[src/hw/rtl/i2ccrs_pkg.sv]
// shared types and constants of the i2c command register slave
package i2ccrs_pkg;

    // bus event carried by each request
    typedef enum logic [1:0] {
        EV_ADDR_WRITE = 2'd0,
        EV_DATA       = 2'd1,
        EV_ADDR_READ  = 2'd2,
        EV_ABORT      = 2'd3
    } event_t;

    // armed master command
    typedef enum logic [1:0] {
        PEND_NONE    = 2'd0,
        PEND_READSET = 2'd1,
        PEND_WRITE   = 2'd2
    } pending_t;

    // progress through a command sequence
    typedef enum logic [1:0] {
        PHASE_IDLE = 2'd0,
        PHASE_CMD  = 2'd1,
        PHASE_ADDR = 2'd2
    } phase_t;

    // entry pointer update
    typedef enum logic [1:0] {
        PTR_KEEP       = 2'd0,
        PTR_LOAD       = 2'd1,
        PTR_LOAD_CLAMP = 2'd2,
        PTR_CLEAR      = 2'd3
    } ptr_op_t;

    localparam logic [7:0] BYTE_READSET = 8'hAA;
    localparam logic [7:0] BYTE_WRITE   = 8'h55;
    localparam logic [7:0] GC_SYNC      = 8'h43;  // 'C'
    localparam logic [7:0] GC_START     = 8'h53;  // 'S'
    localparam logic [7:0] GC_STOP      = 8'h50;  // 'P'

    localparam int MASK_W     = 64;
    localparam int MASK_IDX_W = 6;

    // controller to datapath
    typedef struct packed {
        logic    load;
        ptr_op_t ptr_op;
        logic    mem_we;
        logic    mem_rd;
        logic    rej;
        logic    syn;
        logic    sta;
        logic    sto;
    } dp_cmd_t;

    // datapath to controller: decode of the received byte
    typedef struct packed {
        logic is_readset;
        logic is_write;
        logic addr_bad;
        logic is_sync;
        logic is_start;
        logic is_stop;
    } dp_status_t;

endpackage

[src/hw/rtl/i2ccrs_ctrl.sv]
// controller: request handshake and transaction flags of the i2c slave
module i2ccrs_ctrl (
    input  logic                   aclk,
    input  logic                   aresetn,
    input  logic                   s_valid,
    output logic                   s_ready,
    input  logic [1:0]             s_command,
    input  logic                   s_general_call,
    output logic                   m_valid,
    input  logic                   m_ready,
    input  i2ccrs_pkg::dp_status_t status,
    output i2ccrs_pkg::dp_cmd_t    cmd
);

    typedef enum logic {
        ST_IDLE,
        ST_RESP
    } state_t;

    state_t                state_reg, state_next;
    logic                  gc_pending_reg, gc_pending_next;
    logic                  addr_seen_reg, addr_seen_next;
    i2ccrs_pkg::phase_t    phase_reg, phase_next;
    i2ccrs_pkg::pending_t  pending_reg, pending_next;

    always_comb begin
        state_next      = state_reg;
        gc_pending_next = gc_pending_reg;
        addr_seen_next  = addr_seen_reg;
        phase_next      = phase_reg;
        pending_next    = pending_reg;
        cmd             = '0;
        cmd.ptr_op      = i2ccrs_pkg::PTR_KEEP;

        unique case (state_reg)
            ST_IDLE: begin
                if (s_valid) begin
                    cmd.load   = 1'b1;
                    state_next = ST_RESP;
                    unique case (i2ccrs_pkg::event_t'(s_command))
                        i2ccrs_pkg::EV_ADDR_WRITE: begin
                            if (s_general_call) begin
                                gc_pending_next = 1'b1;
                            end else begin
                                addr_seen_next = 1'b1;
                            end
                        end
                        i2ccrs_pkg::EV_DATA: begin
                            priority if (addr_seen_reg && !gc_pending_reg) begin
                                addr_seen_next = 1'b0;
                                phase_next     = i2ccrs_pkg::PHASE_CMD;
                                if (status.is_readset) begin
                                    pending_next = i2ccrs_pkg::PEND_READSET;
                                end else if (status.is_write) begin
                                    pending_next = i2ccrs_pkg::PEND_WRITE;
                                end
                            end else if (phase_reg == i2ccrs_pkg::PHASE_CMD &&
                                         pending_reg == i2ccrs_pkg::PEND_WRITE &&
                                         !gc_pending_reg) begin
                                if (status.addr_bad) begin
                                    gc_pending_next = 1'b0;
                                    addr_seen_next  = 1'b0;
                                    phase_next      = i2ccrs_pkg::PHASE_IDLE;
                                    pending_next    = i2ccrs_pkg::PEND_NONE;
                                    cmd.rej         = 1'b1;
                                end else begin
                                    cmd.ptr_op     = i2ccrs_pkg::PTR_LOAD;
                                    addr_seen_next = 1'b0;
                                    phase_next     = i2ccrs_pkg::PHASE_ADDR;
                                end
                            end else if (phase_reg == i2ccrs_pkg::PHASE_ADDR &&
                                         pending_reg == i2ccrs_pkg::PEND_WRITE &&
                                         !gc_pending_reg) begin
                                cmd.mem_we     = 1'b1;
                                cmd.ptr_op     = i2ccrs_pkg::PTR_CLEAR;
                                addr_seen_next = 1'b0;
                                phase_next     = i2ccrs_pkg::PHASE_IDLE;
                                pending_next   = i2ccrs_pkg::PEND_NONE;
                            end else if (phase_reg == i2ccrs_pkg::PHASE_CMD &&
                                         pending_reg == i2ccrs_pkg::PEND_READSET &&
                                         !gc_pending_reg) begin
                                cmd.ptr_op     = i2ccrs_pkg::PTR_LOAD_CLAMP;
                                addr_seen_next = 1'b0;
                                phase_next     = i2ccrs_pkg::PHASE_IDLE;
                                pending_next   = i2ccrs_pkg::PEND_NONE;
                            end else if (gc_pending_reg) begin
                                gc_pending_next = 1'b0;
                                addr_seen_next  = 1'b0;
                                phase_next      = i2ccrs_pkg::PHASE_IDLE;
                                cmd.syn         = status.is_sync;
                                cmd.sta         = status.is_start;
                                cmd.sto         = status.is_stop;
                            end else begin
                                gc_pending_next = 1'b0;
                                addr_seen_next  = 1'b0;
                                phase_next      = i2ccrs_pkg::PHASE_IDLE;
                                pending_next    = i2ccrs_pkg::PEND_NONE;
                                cmd.ptr_op      = i2ccrs_pkg::PTR_CLEAR;
                            end
                        end
                        i2ccrs_pkg::EV_ADDR_READ: begin
                            cmd.mem_rd      = 1'b1;
                            cmd.ptr_op      = i2ccrs_pkg::PTR_CLEAR;
                            gc_pending_next = 1'b0;
                            addr_seen_next  = 1'b0;
                            phase_next      = i2ccrs_pkg::PHASE_IDLE;
                        end
                        i2ccrs_pkg::EV_ABORT: begin
                            gc_pending_next = 1'b0;
                            addr_seen_next  = 1'b0;
                            phase_next      = i2ccrs_pkg::PHASE_IDLE;
                        end
                        default: begin
                            state_next = ST_RESP;
                        end
                    endcase
                end
            end
            ST_RESP: begin
                if (m_ready) begin
                    state_next = ST_IDLE;
                end
            end
            default: begin
                state_next = ST_IDLE;
            end
        endcase
    end

    always_ff @(posedge aclk) begin
        if (!aresetn) begin
            state_reg      <= ST_IDLE;
            gc_pending_reg <= 1'b0;
            addr_seen_reg  <= 1'b0;
            phase_reg      <= i2ccrs_pkg::PHASE_IDLE;
            pending_reg    <= i2ccrs_pkg::PEND_NONE;
        end else begin
            state_reg      <= state_next;
            gc_pending_reg <= gc_pending_next;
            addr_seen_reg  <= addr_seen_next;
            phase_reg      <= phase_next;
            pending_reg    <= pending_next;
        end
    end

    assign s_ready = (state_reg == ST_IDLE);
    assign m_valid = (state_reg == ST_RESP);

endmodule

[src/hw/rtl/i2ccrs_dp.sv]
// datapath: register file, entry pointer, write-protect mask and result register
module i2ccrs_dp #(
    parameter int REG_COUNT = 64
) (
    input  logic                                aclk,
    input  logic                                aresetn,
    input  logic                                cfg_we,
    input  logic [i2ccrs_pkg::MASK_W-1:0]       cfg_mask,
    input  logic [7:0]                          rx_byte,
    input  i2ccrs_pkg::dp_cmd_t                 cmd,
    output i2ccrs_pkg::dp_status_t              status,
    output logic [7:0]                          tx_byte,
    output logic                                tx_valid,
    output logic                                entry_written,
    output logic                                write_rejected,
    output logic                                sync_pulse,
    output logic                                start_pulse,
    output logic                                stop_pulse
);

    localparam int         PTR_W   = $clog2(REG_COUNT);
    localparam logic [8:0] COUNT_9 = 9'(REG_COUNT);

    logic [i2ccrs_pkg::MASK_W-1:0] mask_reg;
    logic [PTR_W-1:0]              ptr_reg, ptr_next;
    logic [REG_COUNT-1:0]          valid_reg;
    logic [7:0]                    mem [REG_COUNT];
    logic                          rx_in_range;

    logic [7:0] tx_byte_reg;
    logic       tx_valid_reg, written_reg, rejected_reg;
    logic       sync_reg, start_reg, stop_reg;

    // byte decode
    assign rx_in_range       = ({1'b0, rx_byte} < COUNT_9);
    assign status.is_readset = (rx_byte == i2ccrs_pkg::BYTE_READSET);
    assign status.is_write   = (rx_byte == i2ccrs_pkg::BYTE_WRITE);
    assign status.addr_bad   = !rx_in_range ||
                               mask_reg[rx_byte[i2ccrs_pkg::MASK_IDX_W-1:0]];
    assign status.is_sync    = (rx_byte == i2ccrs_pkg::GC_SYNC);
    assign status.is_start   = (rx_byte == i2ccrs_pkg::GC_START);
    assign status.is_stop    = (rx_byte == i2ccrs_pkg::GC_STOP);

    always_comb begin
        ptr_next = ptr_reg;
        if (cmd.load) begin
            unique case (cmd.ptr_op)
                i2ccrs_pkg::PTR_KEEP:       ptr_next = ptr_reg;
                i2ccrs_pkg::PTR_LOAD:       ptr_next = rx_byte[PTR_W-1:0];
                i2ccrs_pkg::PTR_LOAD_CLAMP: ptr_next = rx_in_range ? rx_byte[PTR_W-1:0] : '0;
                i2ccrs_pkg::PTR_CLEAR:      ptr_next = '0;
                default:                    ptr_next = ptr_reg;
            endcase
        end
    end

    always_ff @(posedge aclk) begin
        if (!aresetn) begin
            mask_reg  <= '0;
            ptr_reg   <= '0;
            valid_reg <= '0;
        end else begin
            if (cfg_we) begin
                mask_reg <= cfg_mask;
            end
            ptr_reg <= ptr_next;
            if (cmd.load && cmd.mem_we) begin
                valid_reg[ptr_reg] <= 1'b1;
            end
        end
    end

    // register file storage and registered read
    always_ff @(posedge aclk) begin
        if (cmd.load && cmd.mem_we) begin
            mem[ptr_reg] <= rx_byte;
        end
        if (cmd.load) begin
            tx_byte_reg  <= (cmd.mem_rd && valid_reg[ptr_reg]) ? mem[ptr_reg] : 8'h00;
            tx_valid_reg <= cmd.mem_rd;
            written_reg  <= cmd.mem_we;
            rejected_reg <= cmd.rej;
            sync_reg     <= cmd.syn;
            start_reg    <= cmd.sta;
            stop_reg     <= cmd.sto;
        end
    end

    assign tx_byte        = tx_byte_reg;
    assign tx_valid       = tx_valid_reg;
    assign entry_written  = written_reg;
    assign write_rejected = rejected_reg;
    assign sync_pulse     = sync_reg;
    assign start_pulse    = start_reg;
    assign stop_pulse     = stop_reg;

endmodule

[src/hw/rtl/i2c_command_register_slave.sv]
// top level of the i2c command register slave: controller plus datapath
//
//  channel   direction  handshake            payload
//  s_        in         s_valid / s_ready    s_command, s_general_call, s_rx_byte
//  m_        out        m_valid / m_ready    m_tx_byte, m_tx_valid, m_entry_written,
//                                            m_write_rejected, m_sync/start/stop_pulse
//  cfg_      in         cfg_valid/cfg_ready  cfg_read_only_mask
//
// one request at a time: the block takes the request and does the single register-file
// access, then shows the result
// a stalled result holds the block in its response state; s_ready stays low until taken
// synchronous active-low reset clears flags, pointer, mask and the per-entry valid
// bits, so the register file reads as zero at once with no clearing pass
// cfg_ready is always high; the mask is taken whenever cfg_valid is high, so the user
// must write it only between requests; the block itself does not enforce this
module i2c_command_register_slave #(
    parameter int REG_COUNT = 64
) (
    input  logic                            aclk,
    input  logic                            aresetn,
    // request channel
    input  logic                            s_valid,
    output logic                            s_ready,
    input  logic [1:0]                      s_command,
    input  logic                            s_general_call,
    input  logic [7:0]                      s_rx_byte,
    // result channel
    output logic                            m_valid,
    input  logic                            m_ready,
    output logic [7:0]                      m_tx_byte,
    output logic                            m_tx_valid,
    output logic                            m_entry_written,
    output logic                            m_write_rejected,
    output logic                            m_sync_pulse,
    output logic                            m_start_pulse,
    output logic                            m_stop_pulse,
    // configuration write channel
    input  logic                            cfg_valid,
    output logic                            cfg_ready,
    input  logic [i2ccrs_pkg::MASK_W-1:0]   cfg_read_only_mask
);

    i2ccrs_pkg::dp_cmd_t    dp_cmd;
    i2ccrs_pkg::dp_status_t dp_status;

    // mask register always accepts
    assign cfg_ready = 1'b1;

    // transaction flags and handshake sequencing
    i2ccrs_ctrl u_ctrl (
        .aclk           (aclk),
        .aresetn        (aresetn),
        .s_valid        (s_valid),
        .s_ready        (s_ready),
        .s_command      (s_command),
        .s_general_call (s_general_call),
        .m_valid        (m_valid),
        .m_ready        (m_ready),
        .status         (dp_status),
        .cmd            (dp_cmd)
    );

    // register file, pointer, mask and result register
    i2ccrs_dp #(
        .REG_COUNT (REG_COUNT)
    ) u_dp (
        .aclk           (aclk),
        .aresetn        (aresetn),
        .cfg_we         (cfg_valid && cfg_ready),
        .cfg_mask       (cfg_read_only_mask),
        .rx_byte        (s_rx_byte),
        .cmd            (dp_cmd),
        .status         (dp_status),
        .tx_byte        (m_tx_byte),
        .tx_valid       (m_tx_valid),
        .entry_written  (m_entry_written),
        .write_rejected (m_write_rejected),
        .sync_pulse     (m_sync_pulse),
        .start_pulse    (m_start_pulse),
        .stop_pulse     (m_stop_pulse)
    );

    // a request and a pending result never coexist
    a_one_in_flight: assert property (@(posedge aclk) disable iff (!aresetn)
        !(s_ready && m_valid))
        else $error("request accepted while a result is pending");

    // every accepted request yields a result in the next cycle
    a_result_follows: assert property (@(posedge aclk) disable iff (!aresetn)
        (s_valid && s_ready) |=> m_valid)
        else $error("accepted request produced no result");

    // transmit byte only carries data on a read match
    a_tx_zero: assert property (@(posedge aclk) disable iff (!aresetn)
        m_valid |-> (m_tx_valid || (m_tx_byte == 8'h00)))
        else $error("tx byte nonzero without read match");

    // result indications exclude each other
    a_exclusive: assert property (@(posedge aclk) disable iff (!aresetn)
        m_valid |-> $onehot0({m_tx_valid, m_entry_written, m_write_rejected,
                              m_sync_pulse, m_start_pulse, m_stop_pulse}))
        else $error("more than one result indication set");

endmodule
[config.mk]
export PLATFORM = sky130hd
export DESIGN_NAME = i2c_command_register_slave
export DESIGN_NICKNAME = d
export VERILOG_FILES = /design/src/hw/rtl/i2ccrs_pkg.sv /design/src/hw/rtl/i2ccrs_ctrl.sv /design/src/hw/rtl/i2ccrs_dp.sv /design/src/hw/rtl/i2c_command_register_slave.sv
export SDC_FILE = /design/constraint.sdc
export NUM_CORES = 1
export LEC_CHECK = 0
export BUFFER_PORTS_ARGS = -buffer_cell sky130_fd_sc_hd__buf_2
export CAP_MARGIN = 20
export CORE_MARGIN = 2
export CORE_UTILIZATION = 40
export DETAILED_ROUTE_END_ITERATION = 16
export HOLD_SLACK_MARGIN = 0.05
export SYNTH_ARGS = -nofsm -noshare
export SYNTH_HDL_FRONTEND = slang
export SYNTH_SLANG_ARGS = --single-unit
[constraint.sdc]
create_clock -name aclk -period 2.73 [get_ports aclk]
set_input_delay 0.4095 -clock aclk [delete_from_list [all_inputs] [get_ports aclk]]
set_output_delay 0.4095 -clock aclk [all_outputs]
set_load 0.01 [all_outputs]
Word-level counts from Yosys, hierarchy flattened
Memories as Yosys holds them, arrays and structs flattened. A register that Yosys moved wholly into a read port is not among the register bits.
Cells that the tools add are included.
- memories kept: 1
- bits in writable memories: 512
- input port bits: 80
- output and inout bits: 17
- bits in registers: 147
- mux-type cells: 55
- magnitude comparators: 4
- bitwise logic cells: 7
- reduce and logical (&&, ||, !) cells: 26
- equal/unequal tests: 24
- memories (name ; words ; bits a word ; rd ports ; clocked after Yosys merged registers in ; wr ports ; RTL line ; source):
    u_dp.mem ; 64 ; 8 ; 1 ; 1 ; 1 ; i2ccrs_dp.sv:27 ; logic [7:0] mem [REG_COUNT];
- operators by type and width (kind ; count):
    bitwise OR 64 bit ; 1
    equality test 8 x 7 -> 1 bit (second input constant) ; 4
    two-way mux 2 bit ; 15
    two-way mux 1 bit ; 21
    two-way mux 9 bit ; 2
    case mux 6 bit (3 select lines) ; 1
    two-way mux 3 bit ; 5
    less-than comparator 6 x 7 -> 1 bit (second input constant) ; 2
    binary-select mux 1 bit (select 6 bit) ; 2
    equality test 2 bit (second input constant) ; 6
    logical AND 1 bit ; 10
    inequality test 3 x 2 -> 1 bit (second input constant) ; 3
    equality test 2 x 1 -> 1 bit (second input constant) ; 4
    equality test 8 bit (second input constant) ; 1
    less-than comparator 8 x 7 -> 1 bit (second input constant) ; 1
    two-way mux 4 bit ; 2
    case mux 2 bit (2 select lines) ; 2
    OR reduction 8 bit ; 1
    AND reduction 7 bit ; 1
    demux 1 bit (select 6 bit) ; 1
    >= comparator 6 x 1 -> 1 bit (second input constant) ; 1
    two-way mux 6 bit ; 1
    inequality test 2 bit (second input constant) ; 3
    inequality test 3 bit (second input constant) ; 2
    14 further kinds ; 24

Longest topological paths before layout
Gate-level depths: netlist of run 1.
- depth in word-level cells: 13
- mapped depth: 12
- gate-level depth less buffers: 9

By module
A second synthesis of run 1 with hierarchy kept.
- cells, all modules: 1701
- area, all modules: 26568.0 um2
- by module, submodules not included (module ; sequential area each (um2) ; cells an instance ; area an instance (um2) ; instances):
    i2ccrs_dp ; 18477.7 ; 1627 ; 25983.7 ; 1
    i2ccrs_ctrl ; 140.1 ; 72 ; 573.0 ; 1
    i2c_command_register_slave ; 0.0 ; 2 ; 11.3 ; 1

Worst setup path before layout of run 1
Ideal clock, no wire load.
- path type: in2reg
- start: input s_rx_byte[0]
- end: register u_dp.ptr_reg[2]
- path slack: 0.045 ns
- arrival: 2.568 ns
- stages: 10
- required time: 2.613 ns
- path buffers: 2
- cells stage by stage: buf_6 mux4_1 mux2i_1 nor3_1 or3_1 or3_4 a31o_1 and4_4 buf_6 a22o_1
- word-level cells in the longest chain between the ends: 12
- ends and longest elaborated chain (what ; RTL line ; source):
    start, declared ; i2c_command_register_slave.sv:26 ; input logic [7:0] s_rx_byte,
    branches (longest 12 deep; another with two-way mux 9 bit) ; - ;
    end signal, assigned ; i2ccrs_dp.sv:66 ; ptr_reg <= ptr_next;
    end, declared ; i2ccrs_dp.sv:25 ; logic [PTR_W-1:0] ptr_reg, ptr_next;
Parallel ways; which one is timed is not known. The select of a mux whose other input is x is not followed.
A chain may end at the register's enable or synchronous reset.

Worst setup path after layout of run 1
- start: register u_dp.ptr_reg[2]
- end: register u_dp.tx_byte_reg[6] (netlist: u_dp.tx_byte[6]), read port of u_dp.mem, data pin
- word-level cells in the longest chain between the ends: 4
- ends and longest elaborated chain (what ; RTL line ; source):
    binary-select mux 1 bit (select 6 bit) ; i2ccrs_dp.sv:79 ; tx_byte_reg <= (cmd.mem_rd && valid_reg[ptr_reg]) ? mem[ptr_reg] : 8'h00;
    two-way mux 1 bit (not written as such) ; i2ccrs_dp.sv:79 ;
    logical AND 1 bit ; i2ccrs_dp.sv:79 ;
    zero test 1 bit (no line) ; - ;
    end, declared ; i2ccrs_dp.sv:30 ; logic [7:0] tx_byte_reg;
Parallel ways exist; a longest one is shown, timed or not. The select of a mux whose other input is x is not followed.

==> results of run 1 <==
cell type report:
class                      count  area [sq um]  area share
inverter                       9          36.3     0.00118
tap                          837          1050      0.0341
multi-input combinational    892          5950       0.194
timing repair buffer         334          2670      0.0871
clock buffer                  94          1950      0.0637
clock inverter                33           398      0.0130
sequential                   667         18600       0.607
antenna                        1          2.50   0.0000816
Yosys cell counts, types with 5 or more instances:
| cell | instances |
|---|---|
| edfxtp_1 | 526 |
| nor2_1 | 273 |
| a22oi_1 | 214 |
| dfxtp_1 | 141 |
| mux2i_1 | 84 |
| clkbuf_1 | 79 |
| a31oi_1 | 50 |
| a22o_1 | 48 |
| a221oi_1 | 42 |
| nand4_1 | 32 |
| nand2_1 | 26 |
| a21oi_1 | 24 |
| buf_1 | 17 |
| nor3_1 | 10 |
| nand3_1 | 9 |
| a2111oi_0 | 8 |
| inv_1 | 8 |
| nor2b_1 | 7 |
| buf_2 | 5 |
| ha_1 | 5 |
| mux4_1 | 5 |
| nand3b_1 | 5 |
| nor3b_1 | 5 |
path summary, 6_finish.rpt:
kind	from	to	slack [ps]
min	cfg_read_only_mask[35]	u_dp.mask_reg[35]$_SDFFE_PN0P_	90
max reg2reg	u_dp.ptr_reg[2]$_SDFFE_PN0P_	u_dp.tx_byte[6]$_SDFFCE_PN0P_	90
max	u_dp.ptr_reg[2]$_SDFFE_PN0P_	u_dp.tx_byte[6]$_SDFFCE_PN0P_	90
min reg2reg	u_dp.valid_reg[10]$_SDFFE_PN0P_	u_dp.valid_reg[10]$_SDFFE_PN0P_	470
metrics by stage:
| step | setup WS [ps] | utilization | std cells |
|---|---|---|---|
| 2_1_floorplan | 44.9 | - | 1673 |
| 3_5_place_dp | -183 | 0.448 | 2675 |
| 3_3_place_gp | -214 | 0.448 | 2675 |
| 4_1_cts | 36.9 | 0.496 | 2866 |
| 5_1_grt | 29.5 | 0.497 | 2866 |
| 6_report | 93.8 | 0.497 | 2867 |
power by group through the flow:
stage          Sequential (W)  Clock (W)  Combinational [W]
6_report               0.0111    0.00969            0.00103
5_1_grt                0.0111     0.0102            0.00111
4_1_cts                0.0111    0.00984            0.00102
3_5_place_dp           0.0113          0           0.000948
3_3_place_gp           0.0113          0           0.000931
2_1_floorplan          0.0113          0           0.000448
cell families (layout without fill, tap and decap cells):
logic type / Yosys count / after routing / synth area share
simple gates: 390 / 390 / 0.0686
compound gates: 403 / 403 / 0.122
mux: 93 / 93 / 0.0421
fa+ha+maj: 5 / 5 / 0.00251
flops: 667 / 667 / 0.747
other cells: 1 / 2 / 0.000150
buf+inv: 114 / 470 / 0.0183
cells in the final DEF (no fill, tap or decap), types with 5 or more instances in the layout:
cell and count:
bufinv_16 7, nand4_1 32, clkbuf_16 72, a31oi_1 49, clkinv_1 10, a221oi_1 41
edfxtp_1 526, clkbuf_8 7, a22oi_1 214, nand3_1 9, a22o_1 48, nor2_1 272
buf_2 93, nor3_1 9, nand3b_1 5, a21oi_1 24, dlygate4sd3_1 64, ha_1 5
buf_12 19, dfxtp_1 138, mux2i_1 84, nand2_1 26, nor2b_1 7, clkbuf_1 15
buf_4 158, inv_1 8, mux4_1 5
repair_timing:
action	4_1_cts	5_1_grt
endpoints found under the hold margin	64	0
hold buffers	64	0
cloned	0	0
resized for setup	5	11
pin swaps	0	1
endpoints found under the setup margin	3	8
per-layer routing:
metal,vias up,global-route usage
met3,107,0.0547
met2,688,0.344
met1,8251,0.297
met5,-,0
met4,0,0.0607
li1,7221,-
worst max-delay path, delay by kind of cell, from the launching register on:
family	cells	cell delay, ps
buf+inv	1	180
compound gates	6	1540
simple gates	1	260
flops	1	380
==> results.md, run 1 <==
* Unique masters post-synth at 52
* Setup crit end kind: flop
* F_max at 379 MHz
* Pwr Total at 0.0218 W
* YS warnings at 0
* Largest net degree at the start of global routing at 70
* Number of synthesized flops with an enable pin at ~530
* Starting Density at 0.404
* # nets final at roughly 2100
* Synth top area cells: edfxtp_1 (63%), dfxtp_1 (11%), a22oi_1 (6.4%)
* Crit start category: flop
* DRC Markers at 0
* Synth top area share at 0.633
* Area Overhead vs Synth at 23.0%
* Synthesized net count at around 1800
* Cell Area, Placed at about 0.028 sq mm
* Fin area at 0.0307 sq mm
* DRT Wirelength at 69600 um
* Post-CTS setup repair buffer count at 0
* Starting DRT DRC Count at 1720
* Hold_ws at 86.7 ps
* Max FO, Critical Path at 22
* Routability congestion estimate at 0.839
* CP arrival at ~3000 ps
* DIE AREA at 0.0644 sq mm
* Max-slew headroom at 0.490
* DP Wirelength at 43300 um
* Pwr dens at 710 mW/mm^2
* Setup tns final at 0 ps
* Outcome: finished, final reports clean
* Final period util at 0.966
* Die height at 254 um
* Final hold vios at 0
* CP max stage delay at 410 ps
* Leak pwr at 10.6 nW
* Cell Int Power at about 0.017 W
* Hold depth at 3
* Met2 routed WL at 32300 um
* Register area share after synthesis at 0.747
* Biggest area consumer among synthesized cells: edfxtp_1
* Final ANT Viol Nets at 0
* CTS Buffer Depth at 3
* Die X at 254 um
* Gr usage total at 0.217
* Skew-Pair Late Insertion Delay at slightly above 600 ps
* Sw power at ~0.0046 W
* CTS tree: done
* H-tree depth at 3
* Global-route wire length before repair at slightly above 100000 um
* RSZ-0062 raised after global routing: no
* DR vias/cell at 5.67
* Core area at 0.0617 sq mm
* # port buffers at 95
* Final-report max-slew violation count at 0
* Seq pwr share at 0.508
* Synth Register Bits at approximately 670
* WS Path Type: reg2reg
* Row cnt at about 90
* Top layer in use: met4
* Gr ovfl total at 0
* Slowest cell on crit path: a2111oi_0
* Synthesized cell area at between 0.02 and 0.025 sq mm
* DR vias at 16300
* Layout cells sized above 1 at 0.199
* Async SR Flop Fraction at 0
* Min-delay worst type: in2reg
* M1 WL at between 20000 and 30000 um
* DR pass1 iterations at 5
* Clock tree root driver cell: clkbuf_16
* Max rail drop VDD at about 0.00044 V
* Comb pwr share at 0.047
* Critical path cell sequence: and3b_2 > buf_12 > a22o_1 > a221oi_1 > a31oi_1 > a2111oi_0 > a31o_2 > a31oi_1
* CTS clk-pin slew, worst paths at 60 ps
* Cell mode on critical path: a31oi_1
* Initial antenna violation count at 3
* Worst slew pin tran at 766 ps
* R2r worst-path depth at 8
* Clock network fraction of total power at 0.445
* Largest register FFs at 512
* # IOs at 97
* CTS Buf Count at 71
* Cells after Synth at 1673
* Met3 Wirelength at 6070 um
* Synthesized area per cell at 14.9 sq um
* Final-layout fill cell count at 5250
* Final Skew at 28.1 ps
* Min Tclk post-route at 2640 ps
* Switching share of total power at 0.213
* Final setup viols at 0
* Top_reg_cell synth: edfxtp_1
* DR WL/cell at 24.3 um
* Number of global-route vias before repair at 16000
* Clock Sinks at between 600 and 700
* Req. time, crit path at 3080 ps
* Max cap viols at 0
Note: power is estimated with default switching activity, not from simulation.
==> run 2: changes to the inputs <==
--- a/config.mk
+++ b/config.mk
@@ -10,7 +10,9 @@
 export CORE_MARGIN = 2
 export CORE_UTILIZATION = 40
 export DETAILED_ROUTE_END_ITERATION = 16
+export GPL_TIMING_DRIVEN = 0
 export HOLD_SLACK_MARGIN = 0.05
+export REMOVE_ABC_BUFFERS = 1
 export SYNTH_ARGS = -nofsm -noshare
 export SYNTH_HDL_FRONTEND = slang
 export SYNTH_SLANG_ARGS = --single-unit
==> run 2 against run 1 <==
The flow now finishes with violations (negative setup slack). Sequential power hardly changed. Flip-flop and latch count unchanged. Register-to-register slack worse by 150 ps. Largest cell class unchanged.
==> results.md, run 2 (synthesis results as in run 1) <==
* Outcome: finished with violations (was finished, final reports clean)
* Failing checks: negative setup slack
* Setup crit end kind: flop (unchanged)
* Clock tree root driver cell: clkbuf_16 (unchanged)
* Req. time, crit path at 3040 ps (was 3080 ps)
* Final setup margin at -54.6 ps (was 93.8 ps)
* R2r worst-path depth at 9 (was 8)
* Die height at 254 um (unchanged)
* Setup tns final at -329 ps (was 0 ps)
* Hold path startpoint: cfg_read_only_mask[42] (was cfg_read_only_mask[35])
* Max cap viols at 0 (unchanged)
* Final setup viols at 8 (was 0)
* # nets final at 1977 (was 2060)
* DIE AREA at 0.0644 sq mm (unchanged)
* Global-route wire length before repair at 100000 um (was 103000 um)
* Routability congestion estimate at 0.801 (was 0.839)
* Core area at 0.0617 sq mm (unchanged)
* DRT Wirelength at 69700 um (was 69600 um)
* CTS Buffer Depth at 3 (unchanged)
* # IOs at 97 (unchanged)
* Hold Crit Endpoint: u_dp.mask_reg[42]$_SDFFE_PN0P_ (was u_dp.mask_reg[35]$_SDFFE_PN0P_)
* Crit start category: flop (unchanged)
* Starting DRT DRC Count at 1588 (was 1720)
* RSZ-0062 raised after global routing: yes (was no)
* Final-report max-slew violation count at 0 (unchanged)
* Worst slew pin tran at 1200 ps (was 766 ps)
* Hold depth at 3 (unchanged)
* Starting Density at 0.404 (unchanged)
* Max-slew headroom at 0.198 (was 0.490)
* Area Overhead vs Synth at 24.2% (was 23.0%)
* CTS Buf Count at 68 (was 71)
* Final Skew at 29.5 ps (was 28.1 ps)
* Final period util at 1.02 (was 0.966)
* WS Path Type: reg2reg (unchanged)
* DR vias/cell at 5.78 (was 5.67)
* H-tree depth at 3 (unchanged)
* Final-layout fill cell count at 5108 (was 5250)
* Min Tclk post-route at 2780 ps (was 2640 ps)
* CP arrival at 3090 ps (was 2980 ps)
* Final ANT Viol Nets at 0 (unchanged)
* Pwr Total at 0.0212 W (was 0.0218 W)
* Number of global-route vias before repair at 15600 (was 16000)
* DR pass1 iterations at 5 (unchanged)
* Skew-Pair Late Insertion Delay at 610 ps (was 620 ps)
* Layout cells sized above 1 at 0.219 (was 0.199)
* Reg-to-Reg End: u_dp.tx_byte[0]$_SDFFCE_PN0P_ (was u_dp.tx_byte[6]$_SDFFCE_PN0P_)
* Most frequent cells in the layout: edfxtp_1 (526), a22oi_1 (209), nor2_1 (204), dfxtp_1 (138), buf_2 (95) (was edfxtp_1 (526), nor2_1 (272), a22oi_1 (214), buf_4 (158), dfxtp_1 (138))
* Pre-CTS WS at -1310 ps (was -183 ps)
* Clock Sinks at 667 (unchanged)
* Leak pwr at 10.2 nW (was 10.6 nW)
* Gr ovfl total at 0 (unchanged)
* Min-delay worst type: in2reg (unchanged)
* Initial antenna violation count at 1 (was 3)
* Max rail drop VDD at 0.000432 V (was 0.000442 V)
* CTS tree: done (unchanged)
* DP Wirelength at 38700 um (was 43300 um)
* DRC Markers at 0 (unchanged)
* Die X at 254 um (unchanged)
* # port buffers at 95 (unchanged)
* Pwr dens at 686 mW/mm^2 (was 710 mW/mm^2)
* Row cnt at 91 (unchanged)
* Worst reg-to-reg setup slack at -50 ps (was 90 ps)
* Gr usage total at 0.211 (was 0.217)
* Max FO, Critical Path at 9 (was 22)
* Largest net degree at the start of global routing at 80 (was 70)
* Largest register FFs at 512 (unchanged)
* Reg-to-reg startpoint: u_dp.ptr_reg[1]$_SDFFE_PN0P_ (was u_dp.ptr_reg[2]$_SDFFE_PN0P_)
* DR WL/cell at 25.0 um (was 24.3 um)
* Antenna Cells at 0 (was 1)
* Final hold vios at 0 (unchanged)
* DR vias at 16100 (was 16300)
* F_max at 359 MHz (was 379 MHz)
* CTS clk-pin slew, worst paths at 60 ps (about the same)
* Commonest non-fill, non-tap cell in the layout: edfxtp_1 (unchanged)
[run 2: cell type report]
| class | instances | area, sq um | area share |
|---|---|---|---|
| Tap cell | 837 | 1050 | 0.0338 |
| Clock inverter | 29 | 298 | 0.00961 |
| Inverter | 9 | 40.0 | 0.00129 |
| Sequential cell | 667 | 18600 | 0.601 |
| Clock buffer | 94 | 1860 | 0.0601 |
| Multi-Input combinational cell | 898 | 6830 | 0.220 |
| Timing Repair Buffer | 248 | 2270 | 0.0734 |
[run 2: layer usage]
layer	part of all wire	global-route usage	vias up	routed length, um
met5	0.00010	0	-	7
met4	0.027	0.0667	2	1880
met3	0.083	0.0459	124	5820
met2	0.47	0.337	765	32800
met1	0.42	0.287	8116	29200
li1	-	-	7076	-
[run 2: repair_timing]
item / 4_1_cts / 5_1_grt
endpoints found under the setup margin: 590 / 15
gates cloned: 6 / 4
pin swaps: 9 / 14
hold buffers: 58 / 0
buffers inserted: 20 / 31
gates resized for setup: 176 / 47
endpoints found under the hold margin: 58 / 0
[run 2: worst max-delay path, cell delays in order (launching register included)]
cell and delay [ps]:
dfxtp_4 380, buf_4 150, and3b_4 200, buf_4 220, buf_12 150, a22oi_1 190, nand4_1 190, a2111oi_4 530
a31o_4 400, a31oi_4 60
[run 2: how the worst max path moves through the flow]
stage                                       startpoint                            end  slack (ps)  cells past startpoint
after floorplan           u_dp.ptr_reg[0]$_SDFFE_PN0P_  u_dp.tx_byte[0]$_SDFFCE_PN0P_       -3030                      7
after global placement    u_dp.ptr_reg[0]$_SDFFE_PN0P_  u_dp.tx_byte[4]$_SDFFCE_PN0P_       -9790                      7
after detailed placement  u_dp.ptr_reg[1]$_SDFFE_PN0P_  u_dp.tx_byte[4]$_SDFFCE_PN0P_       -1310                     11
after CTS                 u_dp.ptr_reg[0]$_SDFFE_PN0P_  u_dp.tx_byte[4]$_SDFFCE_PN0P_         -50                      9
after global routing      u_dp.ptr_reg[1]$_SDFFE_PN0P_  u_dp.tx_byte[7]$_SDFFCE_PN0P_         -70                      8
final                     u_dp.ptr_reg[1]$_SDFFE_PN0P_  u_dp.tx_byte[0]$_SDFFCE_PN0P_         -50                      9
[run 2: report_power, final]
group	leakage [nW]	switching, W	total (W)	internal [W]
clock	1.05	0.00382	0.00909	0.00527
combinational	3.28	0.000677	0.00109	0.000417
sequential	5.89	0.0000472	0.0111	0.0110
[run 2: through the flow]
step	std cells	cell area [sq um]	hold slack [ps]	utilization
after floorplan	1568	24500	440	-
final	2782	31000	77.5	0.502
after detailed placement	2538	26700	459	0.433
after global placement	2500	26000	450	0.422
after global routing	2782	31000	51.1	0.502
after CTS	2745	30300	50.1	0.491
